===== src/mgrs_pkg.sv =====
// Types, constants and decode functions for the grid reference decoder.
package mgrs_pkg;

    localparam logic [23:0] SQUARE_M   = 24'd100000;
    localparam logic [23:0] CYCLE_M    = 24'd2000000;
    localparam logic [21:0] EAST_LIMIT = 22'd1000000;
    localparam logic [23:0] NORTH_MAX  = 24'd10000000;
    localparam logic [5:0]  ZONE_MAX   = 6'd60;

    localparam logic [7:0] CH_A = 8'h41;
    localparam logic [7:0] CH_C = 8'h43;
    localparam logic [7:0] CH_I = 8'h49;
    localparam logic [7:0] CH_O = 8'h4F;
    localparam logic [7:0] CH_V = 8'h56;
    localparam logic [7:0] CH_X = 8'h58;
    localparam logic [7:0] CH_Z = 8'h5A;

    localparam logic [4:0] COL_LAST = 5'd23;
    localparam logic [4:0] ROW_LAST = 5'd19;
    localparam logic [4:0] ORG_A    = 5'd0;
    localparam logic [4:0] ORG_F    = 5'd5;
    localparam logic [4:0] ORG_J    = 5'd8;
    localparam logic [4:0] ORG_S    = 5'd16;

    typedef enum logic [2:0] {
        ST_OK     = 3'd0,
        ST_ZONE   = 3'd1,
        ST_BAND   = 3'd2,
        ST_SQUARE = 3'd3,
        ST_RANGE  = 3'd4
    } t_status;

    typedef enum logic [2:0] {
        S_IDLE,
        S_COL,
        S_ROW,
        S_BAND,
        S_FINISH
    } t_state;

    typedef struct packed {
        t_status     status;
        logic [4:0]  cpos;
        logic [4:0]  co;
        logic [4:0]  rpos;
        logic [4:0]  ro;
        logic [23:0] minn;
    } t_decode;

    typedef struct packed {
        logic       bad;
        logic [4:0] idx;
    } t_letter;

    function automatic t_letter letter_pos(input logic [7:0] ch, input logic [7:0] last);
        t_letter    r;
        logic [7:0] d;
        d = ch - CH_A;
        if (ch > CH_I) begin
            d = d - 8'd1;
        end
        if (ch > CH_O) begin
            d = d - 8'd1;
        end
        r.bad = (ch < CH_A) || (ch > last) || (ch == CH_I) || (ch == CH_O);
        r.idx = d[4:0];
        return r;
    endfunction

    function automatic logic [1:0] mod3(input logic [5:0] z);
        logic [3:0] s;
        logic [1:0] m;
        s = {2'b00, z[1:0]} + {2'b00, z[3:2]} + {2'b00, z[5:4]};
        case (s) inside
            4'd0, 4'd3, 4'd6, 4'd9: m = 2'd0;
            4'd1, 4'd4, 4'd7:       m = 2'd1;
            4'd2, 4'd5, 4'd8:       m = 2'd2;
            default:                m = 2'd0;
        endcase
        return m;
    endfunction

    function automatic logic [23:0] band_min(input logic [4:0] bidx);
        logic [23:0] v;
        case (bidx)
            5'd0:    v = 24'd1100000;
            5'd1:    v = 24'd2000000;
            5'd2:    v = 24'd2800000;
            5'd3:    v = 24'd3700000;
            5'd4:    v = 24'd4600000;
            5'd5:    v = 24'd5500000;
            5'd6:    v = 24'd6400000;
            5'd7:    v = 24'd7300000;
            5'd8:    v = 24'd8200000;
            5'd9:    v = 24'd9100000;
            5'd10:   v = 24'd0;
            5'd11:   v = 24'd800000;
            5'd12:   v = 24'd1700000;
            5'd13:   v = 24'd2600000;
            5'd14:   v = 24'd3500000;
            5'd15:   v = 24'd4400000;
            5'd16:   v = 24'd5300000;
            5'd17:   v = 24'd6200000;
            5'd18:   v = 24'd7000000;
            5'd19:   v = 24'd7900000;
            default: v = 24'd0;
        endcase
        return v;
    endfunction

endpackage


===== src/mgrs_decode.sv =====
// Letter and zone decode: validity, letter positions, set origins, band minimum.
module mgrs_decode (
    input  logic [5:0]       i_zone_number,
    input  logic [7:0]       i_band_letter,
    input  logic [7:0]       i_column_letter,
    input  logic [7:0]       i_row_letter,
    output mgrs_pkg::t_decode o_dec
);
    import mgrs_pkg::*;

    t_letter    bl;
    t_letter    cl;
    t_letter    rl;
    logic [4:0] bidx;
    logic [1:0] zm3;

    always_comb begin
        bl   = letter_pos(i_band_letter, CH_X);
        cl   = letter_pos(i_column_letter, CH_Z);
        rl   = letter_pos(i_row_letter, CH_V);
        bidx = bl.idx - 5'd2;
        zm3  = mod3(i_zone_number);

        if (i_zone_number == 6'd0 || i_zone_number > ZONE_MAX) begin
            o_dec.status = ST_ZONE;
        end else if (bl.bad || i_band_letter < CH_C) begin
            o_dec.status = ST_BAND;
        end else if (cl.bad || rl.bad) begin
            o_dec.status = ST_SQUARE;
        end else begin
            o_dec.status = ST_OK;
        end

        o_dec.cpos = cl.idx;
        o_dec.rpos = rl.idx;
        o_dec.minn = band_min(bidx);
        o_dec.ro   = i_zone_number[0] ? ORG_A : ORG_F;
        case (zm3)
            2'd1:    o_dec.co = ORG_A;
            2'd2:    o_dec.co = ORG_J;
            default: o_dec.co = ORG_S;
        endcase
    end

endmodule


===== src/mgrs_grid_reference_to_utm.sv =====
// Top level: MGRS grid reference to full UTM easting and northing.
//
// Usage:
//   Drive the six reference fields and raise start while busy is low; the
//   item is taken at that clock edge. busy stays high while the item is
//   worked and the next item is taken only after busy falls.
//   Each item yields exactly one result on o_utm_easting, o_utm_northing
//   and o_status, shown for one cycle with o_valid high. The receiver
//   cannot stall; it must take the result in that cycle.
// Timing:
//   A reference with a bad zone, band or square letter shows its result
//   the cycle after acceptance. A good one walks to the column letter, then
//   to the row letter, then lifts the northing to the band floor and adds
//   the in-square northing, all through one shared 24-bit add and compare
//   unit. The next item is taken in the result cycle at the earliest. On
//   error both coordinates read zero.
// Reset:
//   i_rst_n low at a clock edge returns the sequencer to idle and drops
//   any result in progress; no clearing pass is needed.
module mgrs_grid_reference_to_utm (
    input  logic        i_clk,
    input  logic        i_rst_n,
    input  logic        start,
    output logic        busy,
    input  logic [16:0] i_easting_in_square,
    input  logic [16:0] i_northing_in_square,
    input  logic [5:0]  i_zone_number,
    input  logic [7:0]  i_band_letter,
    input  logic [7:0]  i_column_letter,
    input  logic [7:0]  i_row_letter,
    output logic        o_valid,
    output logic [21:0] o_utm_easting,
    output logic [23:0] o_utm_northing,
    output logic [2:0]  o_status
);
    import mgrs_pkg::*;

    t_decode     dec;
    t_state      r_state, n_state;
    t_decode     r_dec, n_dec;
    logic [23:0] r_acc, n_acc;
    logic [21:0] r_east, n_east;
    logic [16:0] r_noff, n_noff;
    logic [4:0]  r_walk, n_walk;
    logic        r_valid, n_valid;
    logic [21:0] r_out_east, n_out_east;
    logic [23:0] r_out_north, n_out_north;
    t_status     r_out_status, n_out_status;

    logic [4:0]  last;
    logic [4:0]  walk_nxt;
    logic        lt;
    logic [23:0] operand;
    logic [23:0] sum;
    logic        range_bad;

    mgrs_decode u_decode (
        .i_zone_number   (i_zone_number),
        .i_band_letter   (i_band_letter),
        .i_column_letter (i_column_letter),
        .i_row_letter    (i_row_letter),
        .o_dec           (dec)
    );

    always_comb begin
        last      = (r_state == S_COL) ? COL_LAST : ROW_LAST;
        walk_nxt  = (r_walk == last) ? 5'd0 : r_walk + 5'd1;
        lt        = r_acc < r_dec.minn;
        unique case (r_state)
            S_COL, S_ROW: operand = SQUARE_M;
            S_BAND:       operand = lt ? CYCLE_M : {7'd0, r_noff};
            default:      operand = 24'd0;
        endcase
        sum       = r_acc + operand;
        range_bad = (r_east >= EAST_LIMIT) || (r_acc > NORTH_MAX);
    end

    always_comb begin
        n_state      = r_state;
        n_dec        = r_dec;
        n_acc        = r_acc;
        n_east       = r_east;
        n_noff       = r_noff;
        n_walk       = r_walk;
        n_valid      = 1'b0;
        n_out_east   = r_out_east;
        n_out_north  = r_out_north;
        n_out_status = r_out_status;
        unique case (r_state)
            S_IDLE: begin
                if (start) begin
                    n_dec  = dec;
                    n_noff = i_northing_in_square;
                    n_acc  = {7'd0, i_easting_in_square};
                    n_walk = dec.co;
                    if (dec.status != ST_OK) begin
                        n_valid      = 1'b1;
                        n_out_east   = 22'd0;
                        n_out_north  = 24'd0;
                        n_out_status = dec.status;
                    end else begin
                        n_state = S_COL;
                    end
                end
            end
            S_COL: begin
                n_acc = sum;
                if (r_walk == r_dec.cpos) begin
                    n_east  = sum[21:0];
                    n_acc   = 24'd0;
                    n_walk  = r_dec.ro;
                    n_state = S_ROW;
                end else begin
                    n_walk = walk_nxt;
                end
            end
            S_ROW: begin
                if (r_walk == r_dec.rpos) begin
                    n_state = S_BAND;
                end else begin
                    n_acc  = sum;
                    n_walk = walk_nxt;
                end
            end
            S_BAND: begin
                n_acc = sum;
                if (!lt) begin
                    n_state = S_FINISH;
                end
            end
            S_FINISH: begin
                n_valid = 1'b1;
                n_state = S_IDLE;
                if (range_bad) begin
                    n_out_east   = 22'd0;
                    n_out_north  = 24'd0;
                    n_out_status = ST_RANGE;
                end else begin
                    n_out_east   = r_east;
                    n_out_north  = r_acc;
                    n_out_status = ST_OK;
                end
            end
            default: begin
                n_state = S_IDLE;
            end
        endcase
    end

    always_ff @(posedge i_clk) begin
        if (!i_rst_n) begin
            r_state <= S_IDLE;
            r_valid <= 1'b0;
        end else begin
            r_state <= n_state;
            r_valid <= n_valid;
        end
    end

    always_ff @(posedge i_clk) begin
        r_dec        <= n_dec;
        r_acc        <= n_acc;
        r_east       <= n_east;
        r_noff       <= n_noff;
        r_walk       <= n_walk;
        r_out_east   <= n_out_east;
        r_out_north  <= n_out_north;
        r_out_status <= n_out_status;
    end

    assign busy           = (r_state != S_IDLE);
    assign o_valid        = r_valid;
    assign o_utm_easting  = r_out_east;
    assign o_utm_northing = r_out_north;
    assign o_status       = r_out_status;

endmodule


===== config.mk =====
export PLATFORM = sky130hd
export DESIGN_NAME = mgrs_grid_reference_to_utm
export DESIGN_NICKNAME = d
export VERILOG_FILES = /design/src/mgrs_pkg.sv /design/src/mgrs_decode.sv /design/src/mgrs_grid_reference_to_utm.sv
export SDC_FILE = /design/constraint.sdc
export NUM_CORES = 1
export LEC_CHECK = 0
export BUFFER_PORTS_ARGS = -buffer_cell sky130_fd_sc_hd__buf_2
export CORE_ASPECT_RATIO = 2
export CORE_MARGIN = 8
export CORE_UTILIZATION = 50
export DETAILED_ROUTE_END_ITERATION = 7
export GPL_TIMING_DRIVEN = 0
export PLACE_DENSITY_LB_ADDON = 0.08
export SETUP_SLACK_MARGIN = 0.3
export SLEW_MARGIN = 0
export SYNTH_ARGS = -nofsm -noshare
export SYNTH_HDL_FRONTEND = slang
export SYNTH_SLANG_ARGS = --single-unit

===== constraint.sdc =====
create_clock -name i_clk -period 5.33 [get_ports i_clk]
set_clock_uncertainty 0.1 [all_clocks]
set_input_delay 1.066 -clock i_clk [delete_from_list [all_inputs] [get_ports i_clk]]
set_output_delay 1.066 -clock i_clk [all_outputs]
set_load 0.03 [all_outputs]

# ---- After elaboration in Yosys (flattened, before gate mapping)
# Memory sizes are Yosys's and may differ from the RTL's. A register that Yosys moved wholly into a read port is not among the register bits.
# Cells that the tools add are included.
dict set report totals {
  in_bits 67
  ff_bits 160
  mem_bits_ro 608
  mem_count 1
  elab_cells 154
  output_inout_bits 51
}
dict set report op_classes {
  add_sub_neg 14
  eq_ne 31
  n_mux 47
  n_reduce_logical 31
  n_lt_le_gt_ge 17
}
# name words word_bits read_ports rd_clocked_by_memory_dff write_ports line
set mem_list {}
lappend mem_list {{(name not given)} 32 19 1 1 0 mgrs_pkg.sv:85} ;# case (bidx)
# operator count
set op_table {}
lappend op_table {{$mux W24} 6}
lappend op_table {{$pmux W24 S4} 1}
lappend op_table {{$gt A8 B7 Y1 const B} 9}
lappend op_table {{$mux W22} 3}
lappend op_table {{$mux W5} 10}
lappend op_table {{$eq A8 B7 Y1 const B} 6}
lappend op_table {{$pmux W24 S2} 1}
lappend op_table {{$sub A5 B1 Y5 const B} 9}
lappend op_table {{$pmux W22 S2} 1}
lappend op_table {{$pmux W21 S2} 1}
lappend op_table {{$mux W3} 12}
lappend op_table {{$lt A8 B7 Y1 const B} 4}
lappend op_table {{$add A24 B24 Y24} 1}
lappend op_table {{$gt A24 B24 Y1 const B} 1}
lappend op_table {{$lt A24 B24 Y1} 1}
lappend op_table {{$ge A22 B20 Y1 const B} 1}
lappend op_table {{$mux W21} 1}
lappend op_table {{$eq A4 B3 Y1 const B} 4}
lappend op_table {{$eq A5 B5 Y1} 3}
lappend op_table {{$pmux W5 S3} 1}
lappend op_table {{$logic_or A1 B1 Y1} 13}
lappend op_table {{$ne A2 B2 Y1 const B} 6}
lappend op_table {{$pmux W3 S4} 1}
lappend op_table {{$pmux W5 S2} 1}
lappend op_table {{30 further kinds} 43}

# ---- Depth between registers and ports, before layout
# Gate-level depths: netlist (run 1).
dict set report depth {
  word_depth 12
  depth_mapped 22
  depth_no_buf 21
}

# ---- By module
# From an unflattened synthesis (run 1), not the netlist that was laid out.
dict set report unflattened {
  cells_unflattened 959
  hier_area_um2 10443.8
}
# module instances cells_each seq_area_each_um2 area_each_um2
set by_module_without_submodules {}
lappend by_module_without_submodules {mgrs_grid_reference_to_utm 1 619 4764.6 7957.6}
lappend by_module_without_submodules {mgrs_decode 1 340 0.0 2486.1}

# ---- Worst setup path after synthesis (run 1)
# No wires, ideal clock.
dict set report synth_path {
  kind {in2reg}
  start {input i_band_letter[0]}
  end {register r_dec[12] (netlist name)}
  slack_ns 0.202
  required_ns 4.967
  arrival_time_ns 4.766
  n_path_buf 2
  path_stages 17
  cell_sequence {clkbuf_1 inv_1 ha_1 nand2b_1 a311o_1 and2_1 nand2_1 xnor2_1 ha_1 a211oi_4 inv_1 ha_1 clkbuf_1 clkinv_1 or3_1 o211ai_1 mux2i_1}
}
dict set report synth_via {
  elab_chain_cells 6
  elab_cells_between_ends 8
  classes_between {add/sub (4); order compare (2); mux (2)}
}
# item line
set synth_rtl {}
lappend synth_rtl {{start, declared} mgrs_grid_reference_to_utm.sv:28} ;# input logic [7:0] i_band_letter,
lappend synth_rtl {{$sub A5 B1 Y5} mgrs_pkg.sv:58} ;# d = ch - CH_A;
lappend synth_rtl {{$sub A5 B1 Y5} mgrs_pkg.sv:60} ;# d = d - 8'd1;
lappend synth_rtl {{$mux W5} mgrs_pkg.sv:59} ;# if (ch > CH_I) begin
lappend synth_rtl {{$sub A5 B1 Y5} mgrs_pkg.sv:63} ;# d = d - 8'd1;
lappend synth_rtl {{$mux W5 (*)} mgrs_pkg.sv:62} ;# if (ch > CH_O) begin
lappend synth_rtl {{$sub A5 B2 Y5 (*)} mgrs_decode.sv:21} ;# bidx = bl.idx - 5'd2;
# Every way passes the cells marked *; elsewhere a longest branch is shown, timed or not.
# A chain may end at the register's enable or synchronous reset.

# ---- Worst setup path in the final report (run 1)
dict set report layout_path {
  start {register r_acc[17]}
  end {register r_acc[22] (data pin)}
}
dict set report layout_via {
  elab_chain_cells 6
  elab_cells_between_ends 7
  classes_between {add/sub (1); order compare (1); mux (5)}
}
# item line
set layout_rtl {}
lappend layout_rtl {{start, declared} mgrs_grid_reference_to_utm.sv:41} ;# logic [23:0] r_acc, n_acc;
lappend layout_rtl {{start signal, assigned} mgrs_grid_reference_to_utm.sv:162} ;# r_acc <= n_acc;
lappend layout_rtl {{$lt A24 B24 Y1} mgrs_grid_reference_to_utm.sv:68} ;# lt = r_acc < r_dec.minn;
lappend layout_rtl {{$mux W21} mgrs_grid_reference_to_utm.sv:71} ;# S_BAND: operand = lt ? CYCLE_M : {7'd0, r_noff};
lappend layout_rtl {{$pmux W21 S2} mgrs_grid_reference_to_utm.sv:69} ;# unique case (r_state)
lappend layout_rtl {{$add A24 B24 Y24 (*)} mgrs_grid_reference_to_utm.sv:74} ;# sum = r_acc + operand;
lappend layout_rtl {{$mux W24, on equally long branches} {mgrs_grid_reference_to_utm.sv:118, mgrs_grid_reference_to_utm.sv:108}}
lappend layout_rtl {{$pmux W24 S4 (*)} mgrs_grid_reference_to_utm.sv:89} ;# unique case (r_state)
lappend layout_rtl {{named net n_acc[22]} mgrs_grid_reference_to_utm.sv:41}
# The timed path passes the listed nets; every way through them passes the cells marked *. The select of a mux whose other input is x is not followed.

==> impl_results.rst, run 1 <==
.. list-table::
   :header-rows: 1

   * - Metric
     - Value
   * - Status
     - complete, no violations
   * - Async SR Flop Fraction
     - 0%
   * - Nets
     - 1165
   * - Number of routed nets with antenna violations
     - 0
   * - Reg2reg path depth
     - 21
   * - Pin count of the biggest net entering global routing
     - 45
   * - Mux contribution to synthesized area
     - 1.01%
   * - Sequential cell area
     - 0.00449 mm²
   * - Die X
     - 114 µm
   * - Clock-pin transition on the worst setup and hold timing paths
     - 0.06 ns
   * - Post-synth EDFFs
     - 147
   * - FMAX
     - 205 MHz
   * - HPWL after detailed placement
     - 18400 µm
   * - Leakage power
     - 0.00479 µW
   * - Arrival @ worst endpoint
     - 4.93 ns
   * - Initial core utilization
     - 51.0%
   * - Post-Layout Cell Count
     - 1292
   * - Main combinational cell family by area after synthesis
     - simple AND/OR/NAND/NOR gates
   * - Via density per instance
     - 5.51
   * - Cts-stage hold buffer count
     - 0
   * - Total of max-cap violations
     - 0
   * - Floorplan die area
     - 0.0241 mm²
   * - Area fraction in compound gates after synthesis
     - 15.8%
   * - Fraction of final layout cells with drive strength greater than 1
     - 20.3%
   * - Top fanout value on the critical path
     - 10
   * - Slack of the worst reg-to-reg path
     - 0.46 ns
   * - Main synth FF type
     - sky130_fd_sc_hd__edfxtp_1
   * - Layout fillers
     - 1556
   * - Xor/xnor share of the synthesized area
     - 6.46%
   * - Worst-case headroom to the max-slew limit
     - 39.0%
   * - Number of setup violations in the final report
     - 0
   * - Power per Cell Area
     - 319 mW/mm²
   * - Clock root buffer
     - sky130_fd_sc_hd__clkbuf_16
   * - Synthesized area per cell
     - 10.9 µm²
   * - Share of the yosys chip area belonging to registers
     - 47.0%
   * - Count of pins on the block boundary
     - 118
   * - Wire length of the first global-routing pass
     - 35600 µm
   * - Antenna violations before repair
     - 0
   * - Max VDD drop
     - 0.183 mV
   * - GRT Residual Overflow
     - 0
   * - Overall routing resource usage
     - 19.3%
   * - Post-route clock period utilization
     - 91.5%
   * - PortBufs
     - 112
   * - Total count of max-transition violations in the final report
     - 0
   * - Source of the worst register-to-register timing path
     - r_acc[17]
   * - Via total after detailed routing
     - 7113
   * - Clock tree from TritonCTS
     - done
   * - Max Buffers Root-to-Sink
     - 2
   * - DRC violation total after the first TritonRoute iteration
     - 282
   * - Startpoint types
     - flop
   * - CP Capture Point
     - r_acc[22]
   * - Routed wire length
     - 22900 µm
   * - Yosys warning count
     - 0
   * - Crit. End Element
     - flop
   * - Standard-cell rows
     - 71
   * - Worst r2r dst
     - r_acc[22]
   * - Kind of path behind the tightest hold check
     - flop to flop
   * - Number of instances in the synthesized netlist
     - 876
   * - Flip-flop and latch count after synthesis
     - 151
   * - Beginning of the critical path
     - r_acc[17]
   * - Total placed instance area
     - 0.0106 mm²
   * - Layout overhead on the synthesized area
     - 18.6%
   * - Height of the chip
     - 212 µm
   * - Cell count after placement
     - 1249
   * - CP Class
     - flop to flop
   * - Overall power consumption
     - 3610 µW
   * - TritonCTS Sinks
     - 151
   * - Netlist Area Pre-Place
     - 0.00956 mm²
   * - Worst endpoint required time
     - 5.39 ns
   * - TritonCTS buffer count
     - 17
   * - Area of combinational cells with multiple inputs
     - 0.00485 mm²
   * - Diodes inserted
     - 0
   * - WL/cell
     - 17.7 µm
   * - Area share of fa/ha/maj cells after synthesis
     - 9.79%
   * - Unrepaired setup endpoints after global routing
     - true
   * - Placeable Area
     - 0.0187 mm²
   * - Slew at the pin closest to its max-slew limit
     - 0.909 ns
   * - Number of distinct library cells after synthesis
     - 77
   * - Depth of the CTS H-tree
     - 4
   * - Clk_lat worst skew
     - 0.43 ns
   * - Final critical delay including setup and external delays
     - 4.87 ns
   * - Simple-gate area share of the yosys netlist
     - 16.5%
   * - Via count of the first global-routing pass
     - 7188
   * - Post-route cell area
     - 0.0113 mm²
   * - Remaining DRCs
     - 0
   * - Final weighted congestion in routability-driven placement
     - 0.972
   * - First-pass iteration count of the detailed router
     - 7
   * - Endpoints failing hold
     - 0
## cell usage after synthesis (all sizes together) (4+ instances only)
cell    instances  area share [%]
edfxtp        147              46
nand2b         10            0.65
a21oi          38             2.1
nand3          21             1.1
dfxtp           4            0.84
or3             7            0.46
nor3           17             1.0
and4            4            0.42
inv            50             2.0
or2             5            0.33
nor3b           4            0.31
nor4b           6            0.55
mux2i           7            0.73
buf             5            0.39
a21o           31             2.4
and2           67             4.4
nor2b           7            0.46
o21a           13             1.0
nor2           54             2.2
o211ai          8            0.63
nand2          50             2.0
xor2           22             2.1
and3            7            0.51
xnor2          43             4.1
a211oi         11             1.1
a31oi           6            0.39
nor4            8            0.52
a22o           17             1.6
o31ai           6            0.47
or4             6            0.51
ha             70             9.2
clkbuf         24            0.94
o21ai          36             1.9
nand4          10            0.65
o22ai           5            0.33
## final cells by class
| type | instances | area share [%] |
|---|---|---|
| Inverter | 51 | 1.72 |
| Clock inverter | 13 | 1.37 |
| Timing Repair Buffer | 129 | 6.62 |
| Multi-Input combinational cell | 646 | 42.8 |
| Clock buffer | 18 | 3.78 |
| Sequential cell | 151 | 39.6 |
| Buffer | 29 | 1.30 |
| Tap cell | 255 | 2.81 |
## power breakdown
part	internal (µW)	switching (µW)	leakage, µW
logic	389	567	0.00300
registers	1430	40.4	0.00150
clock network	729	459	0.000283
## registers in the layout, indices dropped and copies added, names as in the netlist
signal and count:
r_noff 17, r_east 22, r_acc 24, o_status 3
r_dec 30, o_utm_northing 24, r_state 3, o_utm_easting 22
r_walk 5, o_valid 1
## what timing repair did
action | 4_1_cts | 5_1_grt
gates resized for setup | 21 | 6
pin swaps | 6 | 0
endpoints found under the setup margin | 42 | 23
setup buffers | 6 | 6
## cells in the final DEF (no fill, tap or decap), types with 6 or more instances in the layout
master and instances:
sky130_fd_sc_hd__a211oi_1 9, sky130_fd_sc_hd__a21o_1 31, sky130_fd_sc_hd__a21oi_1 36, sky130_fd_sc_hd__a22o_1 17, sky130_fd_sc_hd__and2_1 67, sky130_fd_sc_hd__buf_2 116, sky130_fd_sc_hd__buf_4 13, sky130_fd_sc_hd__clkbuf_1 20
sky130_fd_sc_hd__clkbuf_16 17, sky130_fd_sc_hd__edfxtp_1 147, sky130_fd_sc_hd__ha_1 69, sky130_fd_sc_hd__inv_1 49, sky130_fd_sc_hd__mux2i_1 7, sky130_fd_sc_hd__nand2_1 49, sky130_fd_sc_hd__nand2b_1 10, sky130_fd_sc_hd__nand3_1 21
sky130_fd_sc_hd__nand4_1 10, sky130_fd_sc_hd__nor2_1 51, sky130_fd_sc_hd__nor3_1 13, sky130_fd_sc_hd__nor4_1 8, sky130_fd_sc_hd__nor4b_1 6, sky130_fd_sc_hd__o211ai_1 8, sky130_fd_sc_hd__o21a_1 12, sky130_fd_sc_hd__o21ai_0 27
sky130_fd_sc_hd__o21ai_1 7, sky130_fd_sc_hd__or3_1 7, sky130_fd_sc_hd__xnor2_1 40, sky130_fd_sc_hd__xor2_1 21
## layer usage
metal  global-route usage, %  routed length, µm  vias up
met5                       0                  0        -
met4                    9.89                869        0
met3                    3.85                788       45
met2                    38.7              13200      171
met1                    17.4               8040     3366
li1                        -                  -     3531
## critical path, cell delays in order, from the launching register on
cell                        delay [ns]
sky130_fd_sc_hd__edfxtp_1         0.45
sky130_fd_sc_hd__ha_1             0.32
sky130_fd_sc_hd__a21o_1           0.18
sky130_fd_sc_hd__a21o_1           0.17
sky130_fd_sc_hd__a21oi_1          0.14
sky130_fd_sc_hd__o21ai_0          0.10
sky130_fd_sc_hd__a211oi_1         0.40
sky130_fd_sc_hd__o21ai_4          0.14
sky130_fd_sc_hd__nor2b_4          0.16
sky130_fd_sc_hd__clkbuf_2         0.17
sky130_fd_sc_hd__and2_1           0.18
sky130_fd_sc_hd__ha_1             0.19
sky130_fd_sc_hd__inv_1            0.07
sky130_fd_sc_hd__fa_1             0.22
sky130_fd_sc_hd__nor2b_2          0.07
sky130_fd_sc_hd__o2111ai_1        0.28
sky130_fd_sc_hd__a21oi_2          0.12
sky130_fd_sc_hd__nor3_2           0.32
sky130_fd_sc_hd__or2_2            0.19
sky130_fd_sc_hd__a31oi_2          0.11
sky130_fd_sc_hd__o31ai_1          0.40
sky130_fd_sc_hd__mux2i_1          0.13
## cells by family (layout without fill, tap and decap cells)
group | after synthesis | in the layout
flops | 151 | 151
compound gates | 208 | 208
buf+inv | 80 | 240
simple gates | 288 | 288
xor+xnor | 66 | 66
other cells | 1 | 2
fa+ha+maj | 73 | 73
mux | 9 | 9
## stage by stage
step | setup TNS (ns) | util [%] | worst slack [ns] | hold slack [ns]
finish | 0 | 60.5 | 0.455 | 0.414
global route | 0 | 60.5 | 0.239 | 0.430
CTS | 0 | 60.2 | 0.314 | 0.414
detailed placement | -14.12 | 56.4 | -0.842 | 0.401
global placement | -16.67 | 55.8 | -0.801 | 0.402
floorplan | 0 | - | 0.308 | 0.397
## worst min-delay path by stage
stage / start / end / slack [ns] / cells after the start
2_1_floorplan: r_east[0] / o_utm_easting[0] / 0.40 / 1
3_5_place_dp: r_east[4] / o_utm_easting[4] / 0.40 / 1
5_1_grt: r_east[1] / o_utm_easting[1] / 0.43 / 1
3_3_place_gp: r_east[5] / o_utm_easting[5] / 0.40 / 1
4_1_cts: r_east[0] / o_utm_easting[0] / 0.41 / 1
6_report: r_east[0] / o_utm_easting[0] / 0.41 / 1
Note: power is estimated with default switching activity, not from simulation.
==> run 2: changes to the inputs <==
--- a/config.mk
+++ b/config.mk
@@ -5,11 +5,11 @@
 export SDC_FILE = /design/constraint.sdc
 export NUM_CORES = 1
 export LEC_CHECK = 0
-export BUFFER_PORTS_ARGS = -buffer_cell sky130_fd_sc_hd__buf_2
 export CORE_ASPECT_RATIO = 2
 export CORE_MARGIN = 8
 export CORE_UTILIZATION = 50
 export DETAILED_ROUTE_END_ITERATION = 7
+export DONT_BUFFER_PORTS = 1
 export GPL_TIMING_DRIVEN = 0
 export PLACE_DENSITY_LB_ADDON = 0.08
 export SETUP_SLACK_MARGIN = 0.3
==> impl_results.rst, run 2 (synthesized netlist as in run 1, its figures left out) <==
.. list-table::
   :header-rows: 1

   * - Metric
     - Value
   * - Nets
     - 1054
   * - Post-route clock period utilization
     - 90.0%
   * - Max Buffers Root-to-Sink
     - 2
   * - Total Negative Setup Slacks
     - 0 ns
   * - First-pass iteration count of the detailed router
     - 5
   * - Cts-stage hold buffer count
     - 0
   * - Leakage power
     - 0.00429 µW
   * - Slack of the worst reg-to-reg path
     - 0.53 ns
   * - Clock root buffer
     - sky130_fd_sc_hd__clkbuf_16
   * - Arrival @ worst endpoint
     - 4.86 ns
   * - Height of the chip
     - 212 µm
   * - Number of routed nets with antenna violations
     - 0
   * - Slew at the pin closest to its max-slew limit
     - 0.959 ns
   * - Most common cell after layout, fill and taps aside
     - sky130_fd_sc_hd__edfxtp_1
   * - TritonCTS Sinks
     - 151
   * - Top reg by flops
     - r_dec
   * - FMAX
     - 208 MHz
   * - Startpoint types
     - flop
   * - Sequential cell area
     - 0.00449 mm²
   * - Standard-cell rows
     - 71
   * - DRC violation total after the first TritonRoute iteration
     - 337
   * - Number of setup violations in the final report
     - 0
   * - Total of max-cap violations
     - 0
   * - Overall routing resource usage
     - 19.2%
   * - Worst endpoint required time
     - 5.39 ns
   * - Crit. End Element
     - flop
   * - Most used cells in the layout excluding fill and tap cells
     - sky130_fd_sc_hd__edfxtp_1, sky130_fd_sc_hd__ha_1, sky130_fd_sc_hd__and2_1, sky130_fd_sc_hd__nor2_1
   * - Endpoints failing hold
     - 0
   * - Clk_lat worst skew
     - 0.43 ns
   * - Post-Layout Cell Count
     - 1185
   * - Unrepaired setup endpoints after global routing
     - false
   * - Largest register FFs
     - 30
   * - Final weighted congestion in routability-driven placement
     - 0.944
   * - CP Class
     - flop to flop
   * - Floorplan die area
     - 0.0241 mm²
   * - Layout overhead on the synthesized area
     - 12.3%
   * - PortBufs
     - 0
   * - Final critical delay including setup and external delays
     - 4.80 ns
   * - Via total after detailed routing
     - 6829
   * - Fraction of final layout cells with drive strength greater than 1
     - 11.0%
   * - Wire length of the first global-routing pass
     - 35800 µm
   * - Total count of max-transition violations in the final report
     - 0
   * - Antenna violations before repair
     - 5
   * - Cell count after placement
     - 1137
   * - Kind of path behind the tightest hold check
     - flop to flop
   * - Via count of the first global-routing pass
     - 6949
   * - Initial core utilization
     - 51.0%
   * - Remaining DRCs
     - 0
   * - Placeable Area
     - 0.0187 mm²
   * - Worst-case headroom to the max-slew limit
     - 35.7%
   * - Clock tree from TritonCTS
     - done
   * - WL/cell
     - 19.1 µm
   * - Ordered list of cells on the worst path
     - ha_1 -> nand3_1 -> or2_2 -> or3_1 -> o21ai_4 -> nor2b_4 -> clkbuf_4 -> and2_1 -> ha_1 -> inv_1 -> fa_1 -> nor2b_2 -> o2111ai_1 -> a21oi_2 -> nor3_4 -> or2_2 -> a31oi_4 -> o31ai_1 -> mux2i_1
   * - Routed wire length
     - 22700 µm
   * - Max VDD drop
     - 0.188 mV
   * - Overall power consumption
     - 3450 µW
   * - Clock-pin transition on the worst setup and hold timing paths
     - 0.06 ns
   * - Top fanout value on the critical path
     - 10
   * - CP peak stage delay
     - 0.46 ns
   * - Count of pins on the block boundary
     - 118
   * - Power per Cell Area
     - 321 mW/mm²
   * - Layout fillers
     - 1586
   * - Status
     - complete, no violations
   * - HPWL after detailed placement
     - 18300 µm
   * - Post-Route Hold Slack
     - 0.415 ns
   * - TritonCTS buffer count
     - 17
   * - Via density per instance
     - 5.76
   * - Slowest library cell on the worst path
     - sky130_fd_sc_hd__edfxtp_1
   * - GRT Residual Overflow
     - 0
   * - Depth of the CTS H-tree
     - 4
   * - Die X
     - 114 µm
   * - Pin count of the biggest net entering global routing
     - 46
   * - Area of combinational cells with multiple inputs
     - 0.00486 mm²
-- run 2: cell count changes in the layout (fill, tap and decap cells not counted), moves of 3 or more --
cell / delta
sky130_fd_sc_hd__buf_2: -111
sky130_fd_sc_hd__diode_2: +3
sky130_fd_sc_hd__clkinvlp_4: +3
sky130_fd_sc_hd__inv_6: +3
sky130_fd_sc_hd__clkinv_2: -3
sky130_fd_sc_hd__bufinv_16: -3
-- run 2: what timing repair did --
action,4_1_cts,5_1_grt
resized for setup,11,15
setup buffers,5,8
setup endpoints to repair,46,27
pin swaps,3,3
-- run 2: path summary, 6_finish.rpt --
path | cells past startpoint | endpoint | startpoint
max | 19 | r_acc[22] | r_acc[21]
min | 1 | o_utm_easting[4] | r_east[4]
max reg2reg | 19 | r_acc[22] | r_acc[21]
min reg2reg | 1 | o_utm_easting[4] | r_east[4]
-- run 2: final cells by class --
cell class	count	area share [%]
Antenna cell	3	0.0699
Clock inverter	15	1.12
Buffer	29	1.27
Timing Repair Buffer	18	1.72
Inverter	51	1.81
Sequential cell	151	41.8
Multi-Input combinational cell	646	45.2
Clock buffer	17	3.96
Tap cell	255	2.97
-- run 2: layer usage --
metal / up-vias / global-route usage (%) / part of all wire (%)
met2: 207 / 38.3 / 58
met1: 3245 / 17.7 / 34
met5: - / 0 / 0.071
li1: 3325 / - / -
met4: 4 / 9.34 / 3.7
met3: 48 / 3.85 / 4.7
-- run 2: critical path: cells and delay by family, from the launching register on --
| family | cells | cell delay [ns] |
|---|---|---|
| AND/OR/NAND/NOR | 8 | 1.74 |
| buffers and inverters | 2 | 0.25 |
| adder cells (fa/ha/maj) | 3 | 0.90 |
| flip-flops | 1 | 0.46 |
| multiplexers | 1 | 0.13 |
| AO/OA/AOI/OAI | 5 | 0.98 |
-- run 2: stage by stage --
step	setup WS [ns]	area, µm²	util, %
after global routing	0.297	10700	57.3
final	0.532	10700	57.3
after global placement	-0.630	9900	52.8
after CTS	0.270	10600	56.6
after floorplan	0.308	9580	-
after detailed placement	-0.637	9990	53.3
-- run 2: power breakdown --
part | switching, µW | internal [µW] | total, µW
sequential | 70.9 | 1430 | 1500
clock | 492 | 602 | 1090
combinational | 507 | 352 | 859
total | 1070 | 2380 | 3450
